<file path="config.mk">
export PLATFORM = sky130hd
export DESIGN_NAME = motor_current_battery_monitor_core
export DESIGN_NICKNAME = d
export VERILOG_FILES = /design/src/rtl/core/mcbm_pkg.sv /design/src/rtl/core/mcbm_regs.sv /design/src/rtl/core/mcbm_div.sv /design/src/rtl/core/motor_current_battery_monitor_core.sv
export VERILOG_INCLUDE_DIRS = /design/src /design/src/rtl/core
export SDC_FILE = /design/constraint.sdc
export NUM_CORES = 2
export LEC_CHECK = 0
export BUFFER_PORTS_ARGS = -buffer_cell sky130_fd_sc_hd__buf_2
export CAP_MARGIN = 30
export CORE_MARGIN = 1
export CORE_UTILIZATION = 28
export CTS_BUF_LIST = sky130_fd_sc_hd__clkbuf_4 sky130_fd_sc_hd__clkbuf_8
export CTS_CLUSTER_DIAMETER = 50
export DETAILED_ROUTE_END_ITERATION = 8
export HOLD_SLACK_MARGIN = 0.05
export MAX_ROUTING_LAYER = met4
export PLACE_DENSITY = 0.4
export SYNTH_ARGS = -nofsm -noshare
export SYNTH_HDL_FRONTEND = slang
export SYNTH_SLANG_ARGS = --single-unit
</file>
<file path="constraint.sdc">
create_clock -name clk -period 8.1 [get_ports clk]
set_input_delay 0.81 -clock clk [delete_from_list [all_inputs] [get_ports clk]]
set_output_delay 0.81 -clock clk [all_outputs]
set_load 0.005 [all_outputs]
</file>
<file path="src/rtl/core/assert_macros.svh">
// ----------------------------------------------------------------------------
// assert_macros.svh
// Concurrent assertion helpers. Define ASSERT_OFF to compile them out.
// ----------------------------------------------------------------------------
`ifndef ASSERT_MACROS_SVH
`define ASSERT_MACROS_SVH

`ifndef ASSERT_OFF

// same-cycle implication
`define ASSERT_IMPLY(lbl, clk, rst, ante, cons, msg) \
  lbl: assert property (@(posedge clk) disable iff (rst) (ante) |-> (cons)) else $error(msg);

// next-cycle implication
`define ASSERT_NEXT(lbl, clk, rst, ante, cons, msg) \
  lbl: assert property (@(posedge clk) disable iff (rst) (ante) |=> (cons)) else $error(msg);

`else

`define ASSERT_IMPLY(lbl, clk, rst, ante, cons, msg)
`define ASSERT_NEXT(lbl, clk, rst, ante, cons, msg)

`endif

`endif

</file>
<file path="src/rtl/core/mcbm_pkg.sv">
// ----------------------------------------------------------------------------
// mcbm_pkg
// Shared types and constants of the motor current / battery monitor.
// ----------------------------------------------------------------------------
package mcbm_pkg;

  localparam int CodeW     = 12;
  localparam int MvW       = 12;
  localparam int MaW       = 22;
  localparam int BatW      = 16;
  localparam int MpaW      = 16;
  localparam int ResW      = 20;
  localparam int MaskW     = 5;
  localparam int PhaseW    = 4;
  localparam int ProdW     = 33;

  localparam int BatteryPeriodDef = 10;

  localparam int AdcFsMv   = 3100;
  localparam int AdcFsCode = 4095;
  localparam int MaPerA    = 1000;

  // serial divider geometry
  localparam int DivRemW   = 20;
  localparam int DivNumW   = 22;
  localparam int DivCntW   = 5;
  localparam int MvSteps   = 12;
  localparam int MaSteps   = 22;
  localparam int BatSteps  = 16;

  // register indexes
  localparam logic [2:0] REG_MV_PER_AMP = 3'd0;
  localparam logic [2:0] REG_OC_LIMIT   = 3'd1;
  localparam logic [2:0] REG_DIV_TOP    = 3'd2;
  localparam logic [2:0] REG_DIV_BOTTOM = 3'd3;
  localparam logic [2:0] REG_BAT_LOW    = 3'd4;
  localparam logic [2:0] REG_CH_MASK    = 3'd5;

  // channel bits of enable / ok masks
  localparam int CH_LF  = 0;
  localparam int CH_LR  = 1;
  localparam int CH_RF  = 2;
  localparam int CH_RR  = 3;
  localparam int CH_BAT = 4;

  typedef struct packed {
    logic [MpaW-1:0]  mv_per_amp;
    logic [MaW-1:0]   oc_limit;
    logic [ResW-1:0]  r_top;
    logic [ResW-1:0]  r_bottom;
    logic [BatW-1:0]  bat_low;
    logic [MaskW-1:0] ch_en;
  } cfg_t;

  typedef struct packed {
    logic [DivRemW-1:0] rem_init;
    logic [DivNumW-1:0] num;
    logic [DivRemW-1:0] divisor;
    logic [DivCntW-1:0] steps;
  } div_req_t;

  typedef enum logic [2:0] {
    S_IDLE,
    S_LOAD,
    S_RUN,
    S_BAT_MUL,
    S_DONE
  } state_t;

  typedef enum logic [2:0] {
    OP_LF,
    OP_LR,
    OP_LMA,
    OP_RF,
    OP_RR,
    OP_RMA,
    OP_BMV,
    OP_BAT
  } op_t;

endpackage

</file>
<file path="src/rtl/core/mcbm_regs.sv">
// ----------------------------------------------------------------------------
// mcbm_regs
// APB configuration register file.
// ----------------------------------------------------------------------------
module mcbm_regs (
  input  logic               clk,
  input  logic               rst,
  input  logic               psel,
  input  logic               penable,
  input  logic               pwrite,
  input  logic [4:0]         paddr,
  input  logic [31:0]        pwdata,
  output logic [31:0]        prdata,
  output logic               pready,
  output mcbm_pkg::cfg_t     cfg
);
  import mcbm_pkg::*;

  logic       wr_en;
  logic [2:0] idx;

  assign pready = 1'b1;
  assign idx    = paddr[4:2];
  assign wr_en  = psel && penable && pwrite && pready;

  always_ff @(posedge clk) begin
    if (rst) begin
      cfg.mv_per_amp <= '0;
      cfg.oc_limit   <= '1;
      cfg.r_top      <= '0;
      cfg.r_bottom   <= ResW'(1);
      cfg.bat_low    <= '0;
      cfg.ch_en      <= '0;
    end else if (wr_en) begin
      unique case (idx)
        REG_MV_PER_AMP: cfg.mv_per_amp <= pwdata[MpaW-1:0];
        REG_OC_LIMIT:   cfg.oc_limit   <= pwdata[MaW-1:0];
        REG_DIV_TOP:    cfg.r_top      <= pwdata[ResW-1:0];
        REG_DIV_BOTTOM: cfg.r_bottom   <= pwdata[ResW-1:0];
        REG_BAT_LOW:    cfg.bat_low    <= pwdata[BatW-1:0];
        REG_CH_MASK:    cfg.ch_en      <= pwdata[MaskW-1:0];
        default: ;
      endcase
    end
  end

  always_comb begin
    prdata = '0;
    unique case (idx)
      REG_MV_PER_AMP: prdata = 32'(cfg.mv_per_amp);
      REG_OC_LIMIT:   prdata = 32'(cfg.oc_limit);
      REG_DIV_TOP:    prdata = 32'(cfg.r_top);
      REG_DIV_BOTTOM: prdata = 32'(cfg.r_bottom);
      REG_BAT_LOW:    prdata = 32'(cfg.bat_low);
      REG_CH_MASK:    prdata = 32'(cfg.ch_en);
      default:        prdata = '0;
    endcase
  end

endmodule

</file>
<file path="src/rtl/core/mcbm_div.sv">
// ----------------------------------------------------------------------------
// mcbm_div
// Bit-serial restoring divider, one quotient bit per cycle.
// ----------------------------------------------------------------------------
module mcbm_div (
  input  logic                        clk,
  input  logic                        rst,
  input  logic                        start,
  input  mcbm_pkg::div_req_t          req,
  output logic                        busy,
  output logic                        done,
  output logic [mcbm_pkg::DivNumW-1:0] quot
);
  import mcbm_pkg::*;

  logic [DivRemW-1:0] rem;
  logic [DivNumW-1:0] sh;
  logic [DivRemW-1:0] divisor;
  logic [DivCntW-1:0] cnt;
  logic [DivRemW:0]   trial;
  logic [DivRemW:0]   diff;
  logic               fits;

  // remainder stays below divisor, so shifted trial fits one extra bit
  assign trial = {rem, sh[DivNumW-1]};
  assign fits  = trial >= {1'b0, divisor};
  assign diff  = trial - {1'b0, divisor};
  assign quot  = sh;

  always_ff @(posedge clk) begin
    if (rst) begin
      busy <= 1'b0;
      done <= 1'b0;
      cnt  <= '0;
    end else begin
      done <= 1'b0;
      if (start) begin
        busy <= 1'b1;
        cnt  <= req.steps;
      end else if (busy) begin
        cnt <= cnt - 1'b1;
        if (cnt == DivCntW'(1)) begin
          busy <= 1'b0;
          done <= 1'b1;
        end
      end
    end
  end

  always_ff @(posedge clk) begin
    if (start) begin
      rem     <= req.rem_init;
      sh      <= req.num;
      divisor <= req.divisor;
    end else if (busy) begin
      rem <= fits ? diff[DivRemW-1:0] : trial[DivRemW-1:0];
      sh  <= {sh[DivNumW-2:0], fits};
    end
  end

endmodule

</file>
<file path="src/rtl/core/motor_current_battery_monitor_core.sv">
// Work per beat: the shared divider, one quotient bit per cycle, runs six
//   divides, eight on a battery tick, seven if that tick's divide saturates
//   or its R2 is zero. A new beat is taken only after the previous result
//   has been loaded into the output register, so a result stall holds input.
// Reset: synchronous, active high; registers return to defaults, tick phase,
//   overcurrent latch and held battery values clear, output beat dropped.
// ----------------------------------------------------------------------------
// motor_current_battery_monitor_core
// Scales four current-sense codes and a battery code through one serial
// divider, flags overcurrent and battery low, streams one result per tick.
// ----------------------------------------------------------------------------
`include "assert_macros.svh"

module motor_current_battery_monitor_core #(
  parameter int BATTERY_PERIOD = mcbm_pkg::BatteryPeriodDef
) (
  input  logic        clk,
  input  logic        rst,
  input  logic        s_tvalid,
  output logic        s_tready,
  // lf_code, lr_code, rf_code, rr_code, battery_code, read_ok_mask, pad
  input  logic [71:0] s_tdata,
  output logic        m_tvalid,
  input  logic        m_tready,
  // left_current_ma, right_current_ma, overcurrent, stop_request,
  // battery_updated, pack_mv, pack_low
  output logic [63:0] m_tdata,
  input  logic        psel,
  input  logic        penable,
  input  logic        pwrite,
  input  logic [4:0]  paddr,
  input  logic [31:0] pwdata,
  output logic [31:0] prdata,
  output logic        pready
);
  import mcbm_pkg::*;

  localparam int OutOverBit = 2 * MaW;
  localparam int OutStopBit = 2 * MaW + 1;

  cfg_t     cfg;
  div_req_t div_req;
  logic     div_start;
  logic     div_busy;
  logic     div_done;
  logic [DivNumW-1:0] div_quot;

  state_t state, state_next;
  op_t    op, op_next;

  logic [CodeW-1:0] cd_lf, cd_lr, cd_rf, cd_rr, cd_bat;
  logic [CodeW-1:0] sel_code;
  logic [MaskW-1:0] in_ok;
  logic [MaskW-1:0] ch_use;
  logic [MvW-1:0]   mv_fwd, mv_rev, mv_max, bat_mvin;
  logic [MaW-1:0]   left_ma, rt_ma;
  logic [ProdW-1:0] bat_prod;
  logic [BatW-1:0]  bat_res;
  logic             bat_tick;
  logic             bat_skip;
  logic [23:0]      mv_prod;
  logic [MaW-1:0]   ma_prod;
  logic [ResW:0]    r_sum;

  logic [PhaseW-1:0] phase;
  logic [PhaseW:0]   phase_inc;
  logic              oc_latch;
  logic [BatW-1:0]   held_mv, held_mv_next;
  logic              held_low, held_low_next;
  logic              over, stop, load_out, accept;

  mcbm_regs u_regs (
    .clk     (clk),
    .rst     (rst),
    .psel    (psel),
    .penable (penable),
    .pwrite  (pwrite),
    .paddr   (paddr),
    .pwdata  (pwdata),
    .prdata  (prdata),
    .pready  (pready),
    .cfg     (cfg)
  );

  mcbm_div u_div (
    .clk   (clk),
    .rst   (rst),
    .start (div_start),
    .req   (div_req),
    .busy  (div_busy),
    .done  (div_done),
    .quot  (div_quot)
  );

  assign in_ok  = s_tdata[64:60];
  assign ch_use = cfg.ch_en & in_ok;
  assign accept = s_tvalid && s_tready;

  // operand selection for the divider
  always_comb begin
    unique case (op)
      OP_LF:   sel_code = cd_lf;
      OP_LR:   sel_code = cd_lr;
      OP_RF:   sel_code = cd_rf;
      OP_RR:   sel_code = cd_rr;
      default: sel_code = cd_bat;
    endcase
  end

  assign mv_max   = (mv_fwd > mv_rev) ? mv_fwd : mv_rev;
  assign mv_prod  = 24'(sel_code) * 24'(AdcFsMv);
  assign ma_prod  = MaW'(mv_max) * MaW'(MaPerA);
  assign r_sum    = {1'b0, cfg.r_top} + {1'b0, cfg.r_bottom};
  assign bat_skip = (cfg.r_bottom == '0) ||
                    ({3'b000, bat_prod[ProdW-1:BatSteps]} >= cfg.r_bottom);

  always_comb begin
    unique case (op) inside
      OP_LMA, OP_RMA: begin
        div_req.rem_init = '0;
        div_req.num      = ma_prod;
        div_req.divisor  = DivRemW'(cfg.mv_per_amp);
        div_req.steps    = DivCntW'(MaSteps);
      end
      OP_BAT: begin
        div_req.rem_init = DivRemW'(bat_prod[ProdW-1:BatSteps]);
        div_req.num      = {bat_prod[BatSteps-1:0], (DivNumW-BatSteps)'(0)};
        div_req.divisor  = cfg.r_bottom;
        div_req.steps    = DivCntW'(BatSteps);
      end
      default: begin
        div_req.rem_init = DivRemW'(mv_prod[23:MvSteps]);
        div_req.num      = {mv_prod[MvSteps-1:0], (DivNumW-MvSteps)'(0)};
        div_req.divisor  = DivRemW'(AdcFsCode);
        div_req.steps    = DivCntW'(MvSteps);
      end
    endcase
  end

  // sequencer
  always_ff @(posedge clk) begin
    if (rst) begin
      state <= S_IDLE;
      op    <= OP_LF;
    end else begin
      state <= state_next;
      op    <= op_next;
    end
  end

  always_comb begin
    state_next = state;
    op_next    = op;
    s_tready   = 1'b0;
    div_start  = 1'b0;
    load_out   = 1'b0;
    unique case (state)
      S_IDLE: begin
        s_tready = !rst;
        if (s_tvalid && !rst) begin
          state_next = S_LOAD;
          op_next    = OP_LF;
        end
      end
      S_LOAD: begin
        if (op == OP_BAT && bat_skip) begin
          state_next = S_DONE;
        end else begin
          div_start  = 1'b1;
          state_next = S_RUN;
        end
      end
      S_RUN: begin
        if (div_done) begin
          unique case (op)
            OP_RMA: begin
              if (bat_tick) begin
                op_next    = OP_BMV;
                state_next = S_LOAD;
              end else begin
                state_next = S_DONE;
              end
            end
            OP_BMV: state_next = S_BAT_MUL;
            OP_BAT: state_next = S_DONE;
            default: begin
              op_next    = op_t'(op + 3'd1);
              state_next = S_LOAD;
            end
          endcase
        end
      end
      S_BAT_MUL: begin
        op_next    = OP_BAT;
        state_next = S_LOAD;
      end
      S_DONE: begin
        if (!m_tvalid || m_tready) begin
          load_out   = 1'b1;
          state_next = S_IDLE;
        end
      end
      default: state_next = S_IDLE;
    endcase
  end

  // datapath registers
  always_ff @(posedge clk) begin
    if (accept) begin
      cd_lf  <= ch_use[CH_LF]  ? s_tdata[11:0]  : '0;
      cd_lr  <= ch_use[CH_LR]  ? s_tdata[23:12] : '0;
      cd_rf  <= ch_use[CH_RF]  ? s_tdata[35:24] : '0;
      cd_rr  <= ch_use[CH_RR]  ? s_tdata[47:36] : '0;
      cd_bat <= ch_use[CH_BAT] ? s_tdata[59:48] : '0;
    end
    if (state == S_RUN && div_done) begin
      unique case (op) inside
        OP_LF, OP_RF: mv_fwd   <= div_quot[MvW-1:0];
        OP_LR, OP_RR: mv_rev   <= div_quot[MvW-1:0];
        OP_LMA:       left_ma  <= (cfg.mv_per_amp == '0) ? '0 : div_quot;
        OP_RMA:       rt_ma    <= (cfg.mv_per_amp == '0) ? '0 : div_quot;
        OP_BMV:       bat_mvin <= div_quot[MvW-1:0];
        default:      bat_res  <= div_quot[BatW-1:0];
      endcase
    end
    if (state == S_LOAD && op == OP_BAT && bat_skip) begin
      bat_res <= (cfg.r_bottom == '0) ? '0 : '1;
    end
    if (state == S_BAT_MUL) begin
      bat_prod <= ProdW'(bat_mvin) * ProdW'(r_sum);
    end
  end

  // tick state and result beat
  assign over          = (left_ma > cfg.oc_limit) || (rt_ma > cfg.oc_limit);
  assign stop          = over && !oc_latch;
  assign held_mv_next  = bat_tick ? bat_res : held_mv;
  assign held_low_next = bat_tick ? (bat_res < cfg.bat_low) : held_low;
  assign phase_inc     = {1'b0, phase} + 1'b1;

  always_ff @(posedge clk) begin
    if (rst) begin
      m_tvalid <= 1'b0;
      bat_tick <= 1'b0;
      phase    <= '0;
      oc_latch <= 1'b0;
      held_mv  <= '0;
      held_low <= 1'b0;
    end else begin
      if (accept) begin
        bat_tick <= (phase == '0) && cfg.ch_en[CH_BAT];
      end
      if (load_out) begin
        m_tvalid <= 1'b1;
        oc_latch <= over;
        held_mv  <= held_mv_next;
        held_low <= held_low_next;
        if (phase_inc >= (PhaseW+1)'(BATTERY_PERIOD)) begin
          phase <= '0;
        end else begin
          phase <= phase_inc[PhaseW-1:0];
        end
      end else if (m_tready) begin
        m_tvalid <= 1'b0;
      end
    end
  end

  always_ff @(posedge clk) begin
    if (load_out) begin
      m_tdata <= {held_low_next, held_mv_next, bat_tick, stop, over, rt_ma, left_ma};
    end
  end

  `ASSERT_IMPLY(a_idle_div_quiet, clk, rst, state == S_IDLE, !div_busy && !div_done, "divider active while idle")
  `ASSERT_IMPLY(a_done_in_run, clk, rst, div_done, state == S_RUN, "divider result outside run state")
  `ASSERT_NEXT(a_accept_blocks, clk, rst, accept, !s_tready, "second beat taken while busy")
  `ASSERT_IMPLY(a_stop_needs_over, clk, rst, m_tvalid && m_tdata[OutStopBit], m_tdata[OutOverBit], "stop without overcurrent")

endmodule
</file>
After elaboration in Yosys (flattened, before gate mapping)
Cells that the tools add are included.
- memories kept: 0
- bits in latches: 0
- logic and storage cells: 161
- bits in read-only memories: 0
- input bits: 116
- RAM bits: 0
- register bits: 451
- reduce and logical (&&, ||, !) cells: 46
- multipliers: 3
- shift-type cells: 0
- mux-type cells: 42
- add/sub/neg operators: 5
- order comparisons: 7
- equality and inequality tests: 23
- bitwise logic cells: 2
- divide/modulo/power cells: 0
- operators with widths (operator ; number):
    $pmux W22 S6 ; 1
    $pmux W64 S2 ; 1
    $mux W16 ; 5
    $mux W22 ; 3
    $mux W20 ; 3
    $pmux W12 S4 ; 1
    $gt A22 B22 Y1 ; 2
    $mul A12 B21 Y33 ; 1
    $mux W3 ; 8
    $reduce_and A2 Y1 ; 12
    $mul A12 B10 Y22 const B ; 1
    $add A20 B20 Y21 ; 1
    $eq A3 B3 Y1 const B ; 7
    $ge A21 B20 Y1 ; 1
    $ge A17 B20 Y1 ; 1
    $logic_not A20 Y1 ; 1
    $sub A20 B20 Y20 ; 1
    $mul A12 B7 Y19 const B ; 1
    $eq A3 B2 Y1 const B ; 6
    $pmux W3 S3 ; 2
    $logic_not A16 Y1 ; 1
    $lt A16 B16 Y1 ; 1
    $pmux W3 S5 ; 1
    $gt A12 B12 Y1 ; 1
    other kinds (28) ; 65

Logic depth before layout (Yosys ltp)
- word-level depth: 6
- gate-level depth with buffers: 32
- gate-level depth less buffers: 30

Cells and area by module
From an unflattened synthesis, not the netlist that was laid out.
- cells, all modules: 3493
- area total of the unflattened synthesis: 35303.9 um^2
- by module, submodules not included (module ; sequential area each (um^2) ; area an instance (um^2) ; cells each ; times used):
    motor_current_battery_monitor_core ; 8197.9 ; 26335.3 ; 2603 ; 1
    mcbm_regs ; 1981.9 ; 4931.0 ; 520 ; 1
    mcbm_div ; 2001.9 ; 4037.6 ; 370 ; 1

Worst setup path after synthesis
Ideal clock, no wire load.
- kind: reg-to-reg
- start point: register u_regs.cfg[21] (netlist name)
- end point: register bat_prod[31] (data pin)
- clock period less this slack: 7509 ps
- data arrival time: 7252 ps
- path slack: 591 ps
- cell stages (with the launch flop): 31
- data required time: 7842 ps
- cell sequence: dfxtp_1 -> ha_1 -> inv_1 -> fa_1 -> nor2b_1 -> o21a_1 -> o21ai_1 -> a21o_1 -> a221o_1 -> o21bai_1 -> xor2_1 -> clkbuf_1 -> nand2_1 -> fa_1 -> fa_1 -> inv_1 -> fa_1 -> fa_1 -> inv_1 -> fa_1 -> inv_1 -> ha_1 -> buf_6 -> nand4_1 -> nor2_1 -> a31o_2 -> a211o_2 -> a31o_4 -> a2111o_1 -> a31oi_2 -> xnor2_1
- longest elaborated chain between the ends: 2
- RTL lines (what ; RTL line ; text):
    $add A20 B20 Y21 ; motor_current_battery_monitor_core.sv:113 ; assign r_sum = {1'b0, cfg.r_top} + {1'b0, cfg.r_bottom};
    $mul A12 B21 Y33 ; motor_current_battery_monitor_core.sv:230 ; bat_prod <= ProdW'(bat_mvin) * ProdW'(r_sum);
    end signal, assigned ; motor_current_battery_monitor_core.sv:230 ;
    end, declared ; motor_current_battery_monitor_core.sv:57 ; logic [ProdW-1:0] bat_prod;
No other way between the ends.
A chain may end at the register's enable or synchronous reset.

Final worst setup path
- start point: register u_regs.cfg[21] (netlist name)
- end point: register bat_prod[31] (data pin)
- longest elaborated chain between the ends: 2
- RTL lines (what ; RTL line):
    $add A20 B20 Y21 ; motor_current_battery_monitor_core.sv:113
    $mul A12 B21 Y33 ; motor_current_battery_monitor_core.sv:230
No other way between the ends.

==> impl_metrics.tcl <==
set metrics [dict create \
    hold_viol_final 0 \
    io_buffers 184 \
    layout_common_cells "inv_1 (415), nand2_1 (401), ha_1 (324)" \
    cp_slowest_cell "fa_1" \
    power.clock.fraction_pct 34.4 \
    fin_cells 5351 \
    die_h_microns 352 \
    cts_tree "built" \
    ant_nets 0 \
    rsz0062_at_grt "no" \
    synth_top_area_share_pct 27.6 \
    netlist_area_sq_um 34300 \
    ys.flop_type "edfxtp_1" \
    place_area_sq_um 37600 \
    netSwitchingPower_mw 2.47 \
    ys_seq_area_share_pct 35.5 \
    slew_headroom_pct 29.2 \
    synth_top_cell_by_area "edfxtp_1" \
    grt_usage_pct 18.2 \
    overflow 0 \
    r2r_end "bat_prod[31]" \
    ir_worst_vdd_mv 0.146 \
    finalPower_mw 7.40 \
    vias_per_cell 4.77 \
    grt_max_degree 84 \
    design.core.area_sq_um 122000 \
    powerDensity_nw_per_um2 186 \
    cts_buffers 90 \
    pwr-share-seq_pct 38.4 \
    min_period_ns 7.77 \
    dpl.cell_count 5177 \
    drive_gt1_share_pct 14.9 \
    endpoint "bat_prod[31]" \
    dieArea_sq_um 124000 \
    ioPinCount 215 \
    critPathMaxStageDelay_ns 0.54 \
    final_cell_area_sq_um 39700 \
    critPathArrivalTime_ns 8.26 \
    p_comb_share_pct 27.1 \
    rrSetupSlack_ns 0.33 \
    antenna_found_initial 8 \
    syn_to_final_growth_pct 15.6 \
    worstSetupStartpoint "u_regs.cfg[21]" \
    synth_area_per_cell_sq_um 10.1 \
    first_pass_iters 8 \
    drc_errors 0 \
    netlist_instances 3409 \
    period_share_pct 96.0 \
    hold_ws_ns 0.289 \
    ctsHtreeMaxLevel 3 \
    fmax_ghz 0.129 \
    switching_share_pct 33.4 \
    synthArstFlopShare_pct 0 \
    ys_ff_latch 451 \
    crit_path_end_kind "flop" \
    hpwl_microns 86000 \
    final_common_cell "inv_1" \
    hp-class "in2reg" \
    ff2ff_path_depth 30 \
    insertion_delay_ns 0.73 \
    setup_viol_count_final 0 \
    num_rows 128 \
    synth_area_leaders "edfxtp_1 (28%), fa_1 (14%), ha_1 (12%), dfxtp_1 (7.9%), inv_1 (4.6%)" \
    globalplace.congestion 0.850 \
    cap_violations 0 \
    cpMostUsedCell "fa_1" \
    status "finished, final reports clean" \
    initial_core_util_pct 28.2 \
    clk_path_buf_depth 3 \
    critPathMaxFanout 6 \
    num-nets-final 4335 \
    rr_startpoint "u_regs.cfg[21]" \
    intPower_mw 4.93 \
    cts_hold_buf 0 \
    crit_required_ns 8.58 \
    finalWirelength_microns 110000 \
    grt_pass1_vias 25957 \
    drtIter0Drc 1566 \
    cp-start-kind "flop" \
    via_count 25541 \
    path_clk_slew_ns 0.06 \
    clock_sinks 451 \
    synth_edf_count 315 \
    cts_root_buf "clkbuf_8" \
    yosysWarnings 0 \
    p_leak_nw 17.6 \
    grt_pass1_wl_microns 167000 \
    worst_slew_pin_slew_ns 1.06 \
    final.setup_skew_ns 0.0582 \
    die_x_microns 352 \
    post_drt_wl_per_cell_microns 20.5 \
    synthDistinctLibCells 96 \
    drv_slew 0 \
    path_class "reg2reg" \
]
## cell type report
class,count,area (sq um)
tap,1625,2030
timing repair buffer,306,1890
inverter,418,1570
multi-input combinational,2380,20000
clock inverter,53,465
fill,12578,82000
antenna,1,2.50
clock buffer,117,1490
sequential,451,12200
## sequential cells by signal, summed over array words and instances, names as in the netlist, 16 cells and up
| register | cells |
|---|---|
| u_div.quot | 22 |
| u_div.divisor | 20 |
| bat_prod | 33 |
| held_mv | 16 |
| u_regs.cfg | 99 |
| u_div.rem | 20 |
| m_tdata | 64 |
| bat_res | 16 |
| rt_ma | 22 |
| left_ma | 22 |
## power groups by stage
stage / Sequential [mW] / Clock [mW] / Combinational [mW]
6_report: 2.84 / 2.55 / 2.01
5_1_grt: 2.85 / 2.72 / 2.25
4_1_cts: 2.84 / 2.63 / 2.06
3_5_place_dp: 2.89 / 0 / 2.05
3_3_place_gp: 2.89 / 0 / 2.04
2_1_floorplan: 2.78 / 0 / 1.40
## how the worst min path moves through the flow
stage | startpoint | end | slack (ns) | cells after the start
global placement | held_mv[9] | held_mv[9] | 0.44 | 2
CTS | pwdata[20] | u_regs.cfg[81] | 0.21 | 2
finish | pwdata[20] | u_regs.cfg[81] | 0.29 | 2
floorplan | left_ma[0] | m_tdata[0] | 0.43 | 0
detailed placement | held_mv[2] | held_mv[2] | 0.44 | 2
global route | pwdata[20] | u_regs.cfg[81] | 0.26 | 2
## stage by stage
stage | worst slack (ns) | util (%) | TNS [ns]
3_3_place_gp | 0.0310 | 30.8 | 0
6_report | 0.326 | 32.6 | 0
4_1_cts | 0.0239 | 32.5 | 0
3_5_place_dp | -0.0137 | 30.9 | -0.0137
2_1_floorplan | 0.591 | - | 0
5_1_grt | 0.00750 | 32.6 | 0
## worst max-delay path: cells and delay by family (launching register included)
family / cells / cell delay, ns
buffers and inverters: 6 / 0.54
adders and majority gates: 8 / 3.47
AOI/OAI and AO/OA: 10 / 2.43
xor gates and xnor gates: 2 / 0.26
DFF: 1 / 0.34
and+or+nand+nor: 4 / 0.46
## synth_stat cells (6+ instances only)
master	instances
edfxtp_1	315
mux2_2	36
nor2b_1	23
o211ai_1	14
a222oi_1	8
buf_2	16
or3_1	10
a22oi_1	36
mux2i_1	54
dfxtp_1	136
buf_4	13
o21a_1	14
or2_2	6
a21oi_1	219
nor2_1	147
nand2b_1	31
a21o_1	76
a211oi_1	20
inv_1	417
o221ai_1	7
o21ai_0	84
a211o_1	29
xnor2_1	59
nand2_1	401
nor4_1	16
a22o_1	6
and2_1	118
a221oi_1	10
o21bai_1	14
nand3_1	56
xor2_1	24
mux4_2	11
and3_1	72
ha_1	327
nand4_1	23
a31oi_1	11
clkbuf_1	129
nor3_1	39
buf_1	7
fa_1	245
nand3b_1	12
o22ai_1	10
## kinds of logic (layout without fill, tap and decap cells)
| group | count (synthesis) | count (layout) | share of synthesized area [%] |
|---|---|---|---|
| AND/OR/NAND/NOR | 982 | 982 | 13.8 |
| other | 2 | 12 | 0.0219 |
| multiplexers | 101 | 101 | 3.48 |
| XOR/XNOR | 83 | 83 | 2.12 |
| AO/OA/AOI/OAI | 631 | 631 | 12.1 |
| buffers and inverters | 587 | 894 | 6.70 |
| adder cells (fa/ha/maj) | 572 | 572 | 26.2 |
| flip-flops | 451 | 451 | 35.5 |
## repair_timing
action                                  4_1_cts  5_1_grt
setup buffers                                 0        3
gates resized for setup                       1       16
pin swaps                                     1       16
endpoints found under the setup margin        3       11
## per-layer routing
metal  global-route usage, %  up-vias  share of wire, %
li1                        -    12243                 -
met1                    24.7    12537                47
met2                    27.6      630                45
met3                    2.32      131               4.7
met4                    7.22        0               3.5
met5                       -        -                 0
(Power assumes the default switching activity.)
